`config.mk`:
```
export PLATFORM = sky130hd
export DESIGN_NAME = adpcm_nibble_decoder_top_flat
export DESIGN_NICKNAME = d
export VERILOG_FILES = /design/src/sv/adpcmd_pkg.sv /design/src/sv/adpcmd_if.sv /design/src/sv/adpcm_nibble_decoder_top.sv /design/src/sv/adpcmd_nibble.sv /design/src/flat_wrapper.sv
export SDC_FILE = /design/constraint.sdc
export NUM_CORES = 1
export LEC_CHECK = 0
export BUFFER_PORTS_ARGS = -buffer_cell sky130_fd_sc_hd__buf_2
export CORE_AREA = 2 2 118 234
export CTS_BUF_LIST = sky130_fd_sc_hd__clkbuf_8
export CTS_CLUSTER_DIAMETER = 60
export DETAILED_ROUTE_END_ITERATION = 16
export DIE_AREA = 0 0 120 236
export GPL_ROUTABILITY_DRIVEN = 1
export GPL_TIMING_DRIVEN = 1
export PLACE_DENSITY = 0.56
export SYNTH_ARGS = -nofsm -noshare
export SYNTH_HDL_FRONTEND = slang
export SYNTH_SLANG_ARGS = --single-unit
```
`constraint.sdc`:
```
create_clock -name clk_i -period 10.7 [get_ports clk_i]
set_input_delay 1.07 -clock clk_i [delete_from_list [all_inputs] [get_ports clk_i]]
set_output_delay 1.07 -clock clk_i [all_outputs]
set_load 0.05 [all_outputs]
```
`src/sv/adpcmd_pkg.sv`:
```
// ----------------------------------------------------------------------------
// adpcmd_pkg
// Shared types, register codes and tables for the ADPCM nibble decoder.
// ----------------------------------------------------------------------------
package adpcmd_pkg;

  localparam int unsigned StepMax   = 48;
  localparam int unsigned IdxW      = 6;
  localparam int unsigned PredW     = 12;
  localparam int unsigned StepW     = 11;
  localparam int unsigned MagW      = 12;

  localparam logic OpRead    = 1'b0;
  localparam logic OpWrite   = 1'b1;
  localparam logic RegCmd    = 1'b0;
  localparam logic RegData   = 1'b1;

  localparam int unsigned CmdStopBit  = 0;
  localparam int unsigned CmdStartBit = 1;

  localparam logic [7:0] StatusPlaying = 8'hC0;
  localparam logic [7:0] StatusIdle    = 8'h40;

  localparam logic signed [PredW-1:0] PredMax = 12'sd2047;
  localparam logic signed [PredW-1:0] PredMin = -12'sd2048;

  typedef struct packed {
    logic [IdxW-1:0]         step_index;
    logic signed [PredW-1:0] predictor;
  } adpcmd_state_t;

  function automatic logic [StepW-1:0] step_size(input logic [IdxW-1:0] idx);
    logic [StepW-1:0] s;
    case (idx)
      6'd0:  s = 11'd16;   6'd1:  s = 11'd17;   6'd2:  s = 11'd19;   6'd3:  s = 11'd21;
      6'd4:  s = 11'd23;   6'd5:  s = 11'd25;   6'd6:  s = 11'd28;   6'd7:  s = 11'd31;
      6'd8:  s = 11'd34;   6'd9:  s = 11'd37;   6'd10: s = 11'd41;   6'd11: s = 11'd45;
      6'd12: s = 11'd50;   6'd13: s = 11'd55;   6'd14: s = 11'd60;   6'd15: s = 11'd66;
      6'd16: s = 11'd73;   6'd17: s = 11'd80;   6'd18: s = 11'd88;   6'd19: s = 11'd97;
      6'd20: s = 11'd107;  6'd21: s = 11'd118;  6'd22: s = 11'd130;  6'd23: s = 11'd143;
      6'd24: s = 11'd157;  6'd25: s = 11'd173;  6'd26: s = 11'd190;  6'd27: s = 11'd209;
      6'd28: s = 11'd230;  6'd29: s = 11'd253;  6'd30: s = 11'd279;  6'd31: s = 11'd307;
      6'd32: s = 11'd337;  6'd33: s = 11'd371;  6'd34: s = 11'd408;  6'd35: s = 11'd449;
      6'd36: s = 11'd494;  6'd37: s = 11'd544;  6'd38: s = 11'd598;  6'd39: s = 11'd658;
      6'd40: s = 11'd724;  6'd41: s = 11'd796;  6'd42: s = 11'd876;  6'd43: s = 11'd963;
      6'd44: s = 11'd1060; 6'd45: s = 11'd1166; 6'd46: s = 11'd1282; 6'd47: s = 11'd1411;
      default: s = 11'd1552;
    endcase
    return s;
  endfunction

  function automatic logic signed [4:0] index_move(input logic [2:0] code);
    logic signed [4:0] m;
    case (code)
      3'd4:    m = 5'sd2;
      3'd5:    m = 5'sd4;
      3'd6:    m = 5'sd6;
      3'd7:    m = 5'sd8;
      default: m = -5'sd1;
    endcase
    return m;
  endfunction

endpackage

```
`src/sv/adpcmd_if.sv`:
```
// ----------------------------------------------------------------------------
// adpcmd_if
// Valid/ready channels for bus accesses and their results.
// ----------------------------------------------------------------------------
interface adpcmd_in_if;
  logic       valid;
  logic       ready;
  logic       op;
  logic       reg_select;
  logic [7:0] write_byte;

  modport source (output valid, op, reg_select, write_byte, input ready);
  modport sink   (input valid, op, reg_select, write_byte, output ready);
endinterface

interface adpcmd_out_if;
  logic              valid;
  logic              ready;
  logic [7:0]        read_data;
  logic              samples_valid;
  logic signed [11:0] first_sample;
  logic signed [11:0] second_sample;

  modport source (output valid, read_data, samples_valid, first_sample, second_sample,
                  input ready);
  modport sink   (input valid, read_data, samples_valid, first_sample, second_sample,
                  output ready);
endinterface

```
`src/sv/adpcm_nibble_decoder_top.sv`:
```
// ----------------------------------------------------------------------------
// adpcm_nibble_decoder_top
// Register-mapped 4-bit ADPCM decoder with valid/ready bus channels.
// ----------------------------------------------------------------------------
// Every bus access is one input transaction and returns exactly one result
// transaction. The block accepts one access per clock while results are taken;
// a result appears when the result register loads it from the input register.
// The decode path between those registers is combinational: both nibbles of
// a data byte go through two chained step-table lookups, adds and clamps.
// A full result register that is not taken stalls the input.
// ----------------------------------------------------------------------------
module adpcm_nibble_decoder_top import adpcmd_pkg::*; (
  input  logic           clk_i,
  input  logic           rst_ni,
  adpcmd_in_if.sink      in_i,
  adpcmd_out_if.source   out_o
);

  logic              s1_valid_q;
  logic              s1_op_q;
  logic              s1_reg_q;
  logic [7:0]        s1_byte_q;

  logic              out_valid_q;
  logic [7:0]        rd_data_q;
  logic              smp_valid_q;
  logic signed [PredW-1:0] first_q;
  logic signed [PredW-1:0] second_q;

  adpcmd_state_t     dec_q, dec_d;
  logic              playing_q, playing_d;

  adpcmd_state_t     mid_state;
  adpcmd_state_t     end_state;

  logic              advance;
  logic              decode;
  logic [7:0]        rd_data_d;

  assign advance    = s1_valid_q && (!out_valid_q || out_o.ready);
  assign in_i.ready = !s1_valid_q || advance;

  adpcmd_nibble u_low (
    .state_i  (dec_q),
    .nibble_i (s1_byte_q[3:0]),
    .state_o  (mid_state)
  );

  adpcmd_nibble u_high (
    .state_i  (mid_state),
    .nibble_i (s1_byte_q[7:4]),
    .state_o  (end_state)
  );

  assign decode = (s1_op_q == OpWrite) && (s1_reg_q == RegData) && playing_q;

  always_comb begin
    rd_data_d = '0;
    if ((s1_op_q == OpRead) && (s1_reg_q == RegCmd)) begin
      rd_data_d = playing_q ? StatusPlaying : StatusIdle;
    end
  end

  always_comb begin
    dec_d     = dec_q;
    playing_d = playing_q;
    if ((s1_op_q == OpWrite) && (s1_reg_q == RegCmd)) begin
      if (s1_byte_q[CmdStopBit]) begin
        playing_d = 1'b0;
      end else if (s1_byte_q[CmdStartBit] && !playing_q) begin
        dec_d     = '0;
        playing_d = 1'b1;
      end
    end else if (decode) begin
      dec_d = end_state;
    end
  end

  always_ff @(posedge clk_i or negedge rst_ni) begin
    if (!rst_ni) begin
      s1_valid_q  <= 1'b0;
      out_valid_q <= 1'b0;
      dec_q       <= '0;
      playing_q   <= 1'b0;
    end else begin
      if (in_i.ready) begin
        s1_valid_q <= in_i.valid;
      end
      if (advance) begin
        out_valid_q <= 1'b1;
        dec_q       <= dec_d;
        playing_q   <= playing_d;
      end else if (out_o.ready) begin
        out_valid_q <= 1'b0;
      end
    end
  end

  always_ff @(posedge clk_i) begin
    if (in_i.valid && in_i.ready) begin
      s1_op_q   <= in_i.op;
      s1_reg_q  <= in_i.reg_select;
      s1_byte_q <= in_i.write_byte;
    end
    if (advance) begin
      rd_data_q   <= rd_data_d;
      smp_valid_q <= decode;
      first_q     <= decode ? mid_state.predictor : '0;
      second_q    <= decode ? end_state.predictor : '0;
    end
  end

  assign out_o.valid         = out_valid_q;
  assign out_o.read_data     = rd_data_q;
  assign out_o.samples_valid = smp_valid_q;
  assign out_o.first_sample  = first_q;
  assign out_o.second_sample = second_q;

  assert property (@(posedge clk_i) disable iff (!rst_ni)
    dec_q.step_index <= IdxW'(StepMax))
    else $error("step index left its range");

  assert property (@(posedge clk_i) disable iff (!rst_ni)
    advance && (s1_op_q == OpWrite) && (s1_reg_q == RegCmd) && s1_byte_q[CmdStopBit]
    |=> !playing_q)
    else $error("stop command did not halt playback");

  assert property (@(posedge clk_i) disable iff (!rst_ni)
    advance && (s1_op_q == OpWrite) && (s1_reg_q == RegData) && !playing_q
    |=> $stable(dec_q))
    else $error("data write while stopped changed decoder state");

  assert property (@(posedge clk_i) disable iff (!rst_ni)
    out_o.valid && !out_o.samples_valid
    |-> (out_o.first_sample == '0) && (out_o.second_sample == '0))
    else $error("samples driven on a transaction without decode");

endmodule

```
`src/sv/adpcmd_nibble.sv`:
```
// ----------------------------------------------------------------------------
// adpcmd_nibble
// Decodes one 4-bit code: predictor update with saturation and step index
// adaptation with clamping.
// ----------------------------------------------------------------------------
module adpcmd_nibble import adpcmd_pkg::*; (
  input  adpcmd_state_t state_i,
  input  logic [3:0]    nibble_i,
  output adpcmd_state_t state_o
);

  logic [StepW-1:0]      step;
  logic [14:0]           prod;
  logic [MagW-1:0]       mag;
  logic signed [13:0]    pred_sum;
  logic signed [7:0]     idx_sum;

  assign step = step_size(state_i.step_index);
  assign prod = 15'(step) * 15'({nibble_i[2:0], 1'b1});
  assign mag  = prod[14:3];

  always_comb begin
    if (nibble_i[3]) begin
      pred_sum = 14'(state_i.predictor) - $signed({2'b00, mag});
    end else begin
      pred_sum = 14'(state_i.predictor) + $signed({2'b00, mag});
    end
    if (pred_sum > 14'(PredMax)) begin
      state_o.predictor = PredMax;
    end else if (pred_sum < 14'(PredMin)) begin
      state_o.predictor = PredMin;
    end else begin
      state_o.predictor = pred_sum[PredW-1:0];
    end
  end

  always_comb begin
    idx_sum = $signed({2'b00, state_i.step_index}) + 8'(index_move(nibble_i[2:0]));
    if (idx_sum < 8'sd0) begin
      state_o.step_index = '0;
    end else if (idx_sum > 8'(StepMax)) begin
      state_o.step_index = IdxW'(StepMax);
    end else begin
      state_o.step_index = idx_sum[IdxW-1:0];
    end
  end

endmodule
```
`src/flat_wrapper.sv`:
```
// flat-port wrapper written by rule: the top's interface ports become plain ports
module adpcm_nibble_decoder_top_flat import adpcmd_pkg::*;
  (clk_i, rst_ni, in_i_valid, in_i_op, in_i_reg_select, in_i_write_byte, in_i_ready, out_o_valid, out_o_read_data, out_o_samples_valid, out_o_first_sample, out_o_second_sample, out_o_ready);
  adpcmd_in_if in_i_i ();
  adpcmd_out_if out_o_i ();
  input  logic clk_i;
  input  logic rst_ni;
  input wire logic [$bits(in_i_i.valid)-1:0] in_i_valid;
  input wire logic [$bits(in_i_i.op)-1:0] in_i_op;
  input wire logic [$bits(in_i_i.reg_select)-1:0] in_i_reg_select;
  input wire logic [$bits(in_i_i.write_byte)-1:0] in_i_write_byte;
  output wire logic [$bits(in_i_i.ready)-1:0] in_i_ready;
  output wire logic [$bits(out_o_i.valid)-1:0] out_o_valid;
  output wire logic [$bits(out_o_i.read_data)-1:0] out_o_read_data;
  output wire logic [$bits(out_o_i.samples_valid)-1:0] out_o_samples_valid;
  output wire logic [$bits(out_o_i.first_sample)-1:0] out_o_first_sample;
  output wire logic [$bits(out_o_i.second_sample)-1:0] out_o_second_sample;
  input wire logic [$bits(out_o_i.ready)-1:0] out_o_ready;
  assign in_i_i.valid = in_i_valid;
  assign in_i_i.op = in_i_op;
  assign in_i_i.reg_select = in_i_reg_select;
  assign in_i_i.write_byte = in_i_write_byte;
  assign in_i_ready = in_i_i.ready;
  assign out_o_valid = out_o_i.valid;
  assign out_o_read_data = out_o_i.read_data;
  assign out_o_samples_valid = out_o_i.samples_valid;
  assign out_o_first_sample = out_o_i.first_sample;
  assign out_o_second_sample = out_o_i.second_sample;
  assign out_o_i.ready = out_o_ready;
  adpcm_nibble_decoder_top u_core (.clk_i(clk_i), .rst_ni(rst_ni), .in_i(in_i_i), .out_o(out_o_i));
endmodule
```
==> metrics.txt, run 1 <==
Starting Density between 30% and 40%; Cell Count, Final, Fillers Out between 1500 and 2000; cts hold-fix bufs 0; Slowest-stage cell, CP fa_1; port buffer count between 40 and 50; min-delay worst type flop to flop; CTS Sinks 58; ant diodes 0; CTS tree built; Reg2Reg Setup Slack 0.37 ns; worst-margin pin slew between 0.7 and 0.8 ns; area post-placement roughly 11000 um^2; WL met2 16100 um; CP arrival around 10 ns; Tmin final approximately 10 ns; Top Ports a little under 50; RR Startpoint u_core.dec_q[13]; placed insts between 1500 and 2000; status completed; clk buf depth 2; Die X between 100 and 150 um; Max-Cap Viols 0; Final setup viols 0; Reg2Reg Depth 47; endpoints failing hold 0; Num CTS Buffers 9; Die Footprint between 20000 and 30000 um^2; leading post-synthesis cells by cell area edfxtp_1 11%, ha_1 10%, fa_1 7.5%; GPL Wtd Cong 0.921; Slew Viols, Final 0; Total Routing Usage GR between 20% and 30%; Clock Latency Late Sink ~0.39 ns; die boundary height roughly 240 um; synthesized netlist cell count ~1300; vias per cell 5.98; CP dominant cell by count buf_4; buffer type at the clock tree root clkbuf_8; Netlist cell types 94; Post-synth ARST share 36.2%; Nets roughly 1500; DR iter-0 viols 896; CP Class flop to flop; met3 WL 2070 um; clk_skew ~0.016 ns; CP Max Fanout 9; Placeable Area between 20000 and 30000 um^2; EDFF count, synth 37; cell area after synthesis roughly 10000 um^2; Syn Area/Cell 7.88 um^2; share of post-route cells with drive strength above 1 a little under a fifth; Post-Route Setup TNS 0 ns; largest net degree at the start of global routing 30; Pre-Repair DR Iteration Count 8; area delta synth->final 14.7%; commonest non-fill, non-tap cell in the layout nor2_1; Main synth FF type edfxtp_1; # DRC 0; antenna violations before repair 0; wl on met1 about 14000 um; routed length per instance 18.8 um; Setup crit end kind flop; proportion of netlist area held by the largest area contributor 10.7%; Top Metal Used met4; hold_ws ~0.52 ns; Via Count 10500; antenna-violating nets left 0; drt total wl ~33000 um; CP max stage delay approximately 0.53 ns; WP data required around 11 ns; Slew Limit Headroom between 40% and 50%; Seq/Total Area, Yosys between 15 and 20%; f_max 96.8 MHz; commonest cells after routing, fill and taps aside 119 x nor2_1, 111 x nand2_1, 92 x buf_4, 91 x a21oi_1, 78 x ha_1; first-pass GRT wire length ~52000 um; Clock transition at path regs 0.08 ns; Finished Cell Area between 10000 and 15000 um^2; Std-Cell Rows between 80 and 90; hpwl dp between 20000 and 25000 um; htree depth 3; crit path launch type flop; Crit Reg-Reg Endpoint u_core.out_o.second_sample[6]; Filler Cell Count approximately 2600; GRT overflow 0; Synth area leader edfxtp_1; vias in the first global route approximately 10000; crit path launch u_core.dec_q[13]; Synth warnings 0; Seq cells post-synth a little under 60; Tcrit/Tclk final a little over nine tenths; Worst Setup EP u_core.out_o.second_sample[6]
==> timing repair <==
| action | CTS | global route |
|---|---|---|
| setup endpoints to repair | 24 | 24 |
| gates resized for setup | 2 | 71 |
| endpoints found under the hold margin | 0 | 0 |
| pin swaps | 0 | 30 |
| cloned | 0 | 1 |
| setup buffers | 0 | 29 |
==> flip-flops by register name, summed over array words and instances (netlist names), 2 cells and up <==
signal and flops:
u_core.s1_byte_q 8, u_core.dec_q 18, u_core.out_o.read_data 2, u_core.out_o.first_sample 12
u_core.out_o.second_sample 12
==> cells by family after synthesis <==
family          after synthesis  synth area share, %
mux                          43                 4.50
simple gates                504                 24.4
xor+xnor                     74                 6.30
flops                        58                 15.7
fa+ha+maj                   126                 17.9
buf+inv                     144                 5.93
other cells                   1               0.0360
compound gates              371                 25.2
==> metrics by stage <==
stage | utilization [%] | setup WS, ns
2_1_floorplan | - | 0.0434
3_3_place_gp | 42.0 | -0.0432
3_5_place_dp | 42.0 | -0.109
4_1_cts | 42.8 | 0.0297
5_1_grt | 44.7 | -0.217
6_report | 44.7 | 0.365
==> area by class of cell <==
class / count / area (um^2) / area share, %
clock buffers: 10 / 138 / 1.15
clock inverters: 6 / 65.1 / 0.545
inverters: 65 / 246 / 2.06
multi-input cells: 1124 / 8460 / 70.8
flip-flops and latches: 58 / 1640 / 13.7
well taps: 348 / 435 / 3.65
repair buffers: 139 / 960 / 8.04
==> critical path: cells and delay by family (launching register included) <==
kind	cells	cell delay (ns)
AOI/OAI and AO/OA	17	3.50
xor gates and xnor gates	4	0.83
adders and majority gates	6	2.25
buffers and inverters	7	0.94
DFF	1	0.42
muxes	2	0.35
and+or+nand+nor	11	1.78
==> synthesized netlist by cell type (5+ instances only) <==
master,number
or3_1,9
a222oi_1,6
a21boi_0,20
xnor2_1,45
xor2_1,28
nor3_1,62
a32oi_1,11
nand4_1,5
and2_1,63
nor2_1,120
a21o_1,27
nand3_1,28
o21bai_1,7
buf_4,9
mux2i_1,36
o22ai_1,6
nor4_1,14
nand2b_1,16
a21oi_1,95
inv_1,61
a221oi_1,12
a32o_1,5
a41oi_1,5
o31ai_1,6
and3_1,19
nand2_1,112
a211oi_1,18
or2_2,14
ha_1,86
o211ai_2,10
clkbuf_1,48
dfrtp_1,21
o21a_1,10
o211ai_1,12
o21ai_0,53
nor2b_1,14
buf_2,16
fa_1,39
edfxtp_1,37
a31oi_1,19
==> per-layer routing <==
layer / track usage (%) / vias up
li1: - / 4970
met1: 29.6 / 5018
met2: 38.0 / 413
met3: 3.05 / 71
met4: 7.88 / 0
met5: 0 / -
==> worst min-delay path by stage <==
stage / slack [ns] / from / cells after the start / end
2_1_floorplan: 0.46 / u_core.s1_valid_q / 1 / u_core.out_o.valid
3_3_place_gp: 0.50 / u_core.s1_valid_q / 1 / u_core.out_o.valid
3_5_place_dp: 0.51 / u_core.s1_valid_q / 1 / u_core.out_o.valid
4_1_cts: 0.53 / u_core.s1_valid_q / 1 / u_core.out_o.valid
5_1_grt: 0.57 / u_core.s1_valid_q / 1 / u_core.out_o.valid
6_report: 0.52 / u_core.s1_valid_q / 1 / u_core.out_o.valid
Power of run 1 is left out: the tool's default activity adds up to more than one toggle a clock period on the data nets, which glitch-free logic cannot reach.
==> run 2: changes to the inputs <==
Settings changed: CORE_AREA 2 2 118 234 to 2 2 113 224, DIE_AREA 0 0 120 236 to 0 0 115 226, REMOVE_ABC_BUFFERS from default to 1, SYNTH_HIERARCHICAL from default to 1.
==> run 2 against run 1 <==
  * Worst setup slack gained 0.060 ns
  * Cell count shrank 13%
  * Sequential share of layout area grew 1.3 points
  * Synthesized cell count shrank 13%
  * Largest cell class unchanged
==> metrics.txt, run 2 <==
post-synthesis compound-gate area fraction about a quarter; share of post-route cells with drive strength above 1 around a fifth; Final setup viols 0; WP data required approximately 11 ns; Total Routing Usage GR a little over a fifth; hold_ws 0.534 ns; GRT overflow 0; Synth warnings 6; Synth area leader ha_1; first-pass GRT wire length ~43000 um; Placeable Area 24300 um^2; RR Startpoint u_core/dec_q[12]; EDFF count, synth 37; antenna-violating nets left 0; Nets ~1400; CTS tree built; wl on met1 between 9000 and 10000 um; Tmin final between 10 and 15 ns; status completed; Syn Area/Cell 8.28 um^2; Seq cells post-synth 58; Num CTS Buffers 9; max reg flops 18; Clock transition at path regs around 0.080 ns; Top Metal Used met4; worst-margin pin slew between 0.8 and 0.9 ns; area post-placement between 10000 and 15000 um^2; CP dominant cell by count ha_1; Worst Setup EP u_core/out_o.second_sample[2]; mux cell area share after synthesis 4.43%; commonest non-fill, non-tap cell in the layout inv_1; min-delay worst type flop to flop; antenna violations before repair 0; proportion of netlist area held by the largest area contributor 12.1%; htree depth 3; Main synth FF type edfxtp_1; Slew Viols, Final 0; commonest cells after routing, fill and taps aside 117 x inv_1, 99 x nor2_1, 88 x ha_1, 81 x nand2_1, 67 x a21oi_1; vias per cell 5.66; Post-synth ARST share a little over a third; Die Footprint around 26000 um^2; Setup crit end kind flop; Reg2Reg Setup Slack between 0.4 and 0.5 ns; most frequent cells after synthesis 117 x inv_1, 107 x nor2_1, 92 x ha_1, 82 x nand2_1, 69 x a21oi_1; crit path launch type flop; DR iter-0 viols 372; CP arrival 10.41 ns; Tcrit/Tclk final a little under 100%; area delta synth->final 14.4%; drt total wl 27400 um; hpwl dp 22500 um; Top Ports 49; synthesized netlist cell count around 1200; routed length per instance 18.0 um; Slowest-stage cell, CP fa_1; CP max stage delay 0.47 ns; endpoints failing hold 0; fin util between 40% and 50%; CP Class flop to flop; WL met2 around 16000 um; Netlist cell types 96; Die X between 100 and 150 um; main combinational cell family by area after synthesis compound AO/OA/AOI/OAI gates; Largest Register u_core/dec_q; CTS Sinks 58; Post-Synth Adder-Cell Area about a fifth; largest net degree at the start of global routing 39; count leader, synth inv_1; Slew Limit Headroom between 40% and 50%; # DRC 0; port buffer count 42; GPL Wtd Cong approximately 0.95; cell area after synthesis around 9600 um^2; buffer type at the clock tree root clkbuf_8; clk buf depth 2; placed insts between 1000 and 1500; Max-Cap Viols 0; vias in the first global route 8649; hold path cells 2; Seq/Total Area, Yosys between 10% and 20%; Cell Count, Final, Fillers Out 1523; die boundary height 226 um; met3 WL approximately 630 um; Pre-Repair DR Iteration Count 4; area share of and/or/nand/nor cells after synthesis a little over a fifth; Std-Cell Rows roughly 80; Clock Latency Late Sink between 0.3 and 0.4 ns; Post-Synth XOR/XNOR Area roughly 5.6%; Starting Density 39.3%; Reg2Reg Depth 45; CP Max Fanout 14; Finished Cell Area about 11000 um^2; f_max 97.3 MHz; Via Count roughly 8600; crit path launch u_core/dec_q[12]; leading post-synthesis cells by cell area ha_1 12%, edfxtp_1 12%, fa_1 8.4%; ant diodes 0; clk_skew between 0.02 and 0.025 ns; Crit Reg-Reg Endpoint u_core/out_o.second_sample[2]
## run 2: worst min-delay path by stage
stage / startpoint / endpoint / slack [ns]
2_1_floorplan: u_core/s1_valid_q / u_core/out_o.valid / 0.49
3_3_place_gp: u_core/dec_q[0] / u_core/dec_q[0] / 0.51
3_5_place_dp: u_core/dec_q[0] / u_core/dec_q[0] / 0.52
4_1_cts: u_core/dec_q[0] / u_core/dec_q[0] / 0.54
5_1_grt: u_core/dec_q[0] / u_core/dec_q[0] / 0.56
6_report: u_core/dec_q[0] / u_core/dec_q[0] / 0.53
## run 2: timing repair
action	4_1_cts	5_1_grt
pin swaps	0	17
hold buffers	0	0
gates resized for setup	1	66
setup endpoints to repair	11	24
cloned	0	1
buffers inserted	0	18
## run 2: area by class of cell
class,count,area [um^2]
Clock buffer,9,124
Clock inverter,7,61.3
Fill cell,2410,13400
Inverter,120,454
Multi-Input combinational cell,928,7490
Sequential cell,58,1640
Tap cell,290,363
Timing Repair Buffer,111,802
## run 2: per-layer routing
layer  vias up  global-route usage [%]
li1       4215                       -
met1      4126                    19.5
met2       199                    43.1
met3        87                    2.09
met4         0                    11.8
met5         -                       0
## run 2: per-stage QoR
stage          setup TNS (ns)  setup slack, ns
2_1_floorplan          -0.592           -0.108
3_3_place_gp                0           0.0727
3_5_place_dp           -0.335          -0.0576
4_1_cts                     0          0.00774
5_1_grt               -0.0109          -0.0109
6_report                    0            0.426
## run 2: cell families after synthesis
kind of cell             count (synthesis)
buffers and inverters                  174
other                                    1
AO/OA/AOI/OAI                          306
multiplexers                            34
adder cells (fa/ha/maj)                132
XOR/XNOR                                61
flip-flops                              58
AND/OR/NAND/NOR                        388
## run 2: critical path, delay by kind of cell, from the launching register on
family	cells	cell delay (ns)
mux	1	0.24
simple gates	8	1.83
buf+inv	8	1.18
xor+xnor	2	0.25
flops	1	0.39
fa+ha+maj	7	2.28
compound gates	19	3.86
Power of run 2 is left out for the same reason.
==> run 3: changes to the inputs <==
Settings changed: SETUP_SLACK_MARGIN from default to 0.5.
==> run 3 against run 2 <==
  * Wire length increased by 4.1%
  * First-iteration DRC count decreased by 11%
  * Global-route usage up 0.31 points
  * Cell count rose by 3.0%
  * Critical path type unchanged
==> metrics.txt, run 3 (synthesis gave the netlist of run 2 again) <==
status completed; Clock transition at path regs about 0.080 ns; Hold EP u_core/dec_q[0]; port buffer count 42; antenna violations before repair 0; Reg2Reg Setup Slack approximately 0.73 ns; Std-Cell Rows between 80 and 90; commonest non-fill, non-tap cell in the layout inv_1; Cell Count, Final, Fillers Out roughly 1600; drt total wl between 20000 and 30000 um; vias per cell between 5 and 6; Filler Cell Count 2325; Nets approximately 1400; CP Class flop to flop; largest net degree at the start of global routing 39; Crit Reg-Reg Endpoint u_core/dec_q[2]; Top Ports 49; die boundary height 226 um; min-delay worst type flop to flop; area post-placement ~10000 um^2; share of post-route cells with drive strength above 1 27.6%; CP dominant cell by count o21a_1; CTS tree built; Post-Route Setup TNS 0 ns; Tcrit/Tclk final a little over 90%; max reg flops 18; Starting Density 39.3%; vias in the first global route 8746; Clock Latency Late Sink ~0.36 ns; area delta synth->final 24.8%; hold path cells 2; clk_skew around 0.021 ns; cts hold-fix bufs 0; Largest Register u_core/dec_q; Reg2Reg Depth 48; CP Max Fanout 6; hpwl dp ~22000 um; placed insts ~1500; crit path launch type flop; Die Footprint about 26000 um^2; first-pass GRT wire length about 43000 um; hold wc startpoint u_core/dec_q[0]; DR iter-0 viols 331; Placeable Area roughly 24000 um^2; CTS Sinks between 50 and 60; CP max stage delay 0.55 ns; Slew Viols, Final 0; Via Count between 8000 and 9000; clk buf depth 2; worst-margin pin slew between 0.8 and 0.9 ns; Reg area about 1600 um^2; Pre-Repair DR Iteration Count 5; Die X approximately 120 um; Setup crit end kind flop; f_max between 100 and 150 MHz; endpoints failing hold 0; buffer type at the clock tree root clkbuf_8; ant diodes 0; Total Routing Usage GR between 20 and 25%; Multi-input gate area 8100 um^2; Finished Cell Area about 12000 um^2; antenna-violating nets left 0; commonest cells after routing, fill and taps aside 109 x inv_1, 96 x buf_4, 91 x nor2_1, 80 x nand2_1, 73 x ha_1; # DRC 0; WP data required 10.98 ns; Num CTS Buffers 9; CP arrival slightly above 10 ns; Slowest-stage cell, CP fa_1; GRT overflow 0; GPL Wtd Cong ~0.95; Tmin final about 10 ns; Slew Limit Headroom a little under half; Final setup viols 0; RR Startpoint u_core/dec_q[12]; Max-Cap Viols 0; routed length per instance around 18 um; htree depth 3; RSZ-0062 raised after global routing no
[run 3: worst max-delay path by stage]
stage	startpoint	endpoint	slack, ns
floorplan	u_core/dec_q[14]	u_core/out_o.second_sample[2]	-0.11
CTS	u_core/dec_q[12]	u_core/out_o.second_sample[2]	0.51
global placement	u_core/dec_q[12]	u_core/out_o.second_sample[2]	0.07
finish	u_core/dec_q[12]	u_core/dec_q[2]	0.73
global route	u_core/dec_q[12]	u_core/dec_q[2]	0.22
detailed placement	u_core/dec_q[12]	u_core/out_o.second_sample[2]	-0.06
[run 3: what timing repair did]
action,CTS,global route
setup buffers,13,49
resized for setup,36,163
pin swaps,9,77
endpoints found under the setup margin,24,24
gates cloned,1,1
[run 3: stage by stage]
| step | utilization [%] | hold slack [ns] | worst slack, ns |
|---|---|---|---|
| finish | 49.0 | 0.534 | 0.734 |
| global route | 49.0 | 0.555 | 0.217 |
| CTS | 44.2 | 0.535 | 0.509 |
| detailed placement | 42.3 | 0.524 | -0.0576 |
| global placement | 42.3 | 0.511 | 0.0727 |
| floorplan | - | 0.492 | -0.108 |
[run 3: cell type report]
type                    count  area share, %
multi-input cells         928           67.9
flip-flops and latches     58           13.7
repair buffers            156           9.95
inverters                 120           3.83
well taps                 290           3.04
clock buffers               9           1.04
clock inverters             7          0.514
[run 3: routing by layer]
metal	share of wire, %	vias to the layer above	track usage, %
li1	-	4299	-
met3	2.3	108	2.31
met2	57	220	42.5
met4	7.0	0	14.5
met5	0	-	0
met1	33	4171	19.7
[run 3: worst max-delay path, delay by kind of cell (launching register included)]
family,cells,cell delay [ns]
compound gates,19,3.87
fa+ha+maj,6,2.15
simple gates,10,1.41
buf+inv,9,1.10
mux,3,0.73
flops,1,0.41
xor+xnor,1,0.21
Power of run 3 is left out for the same reason.
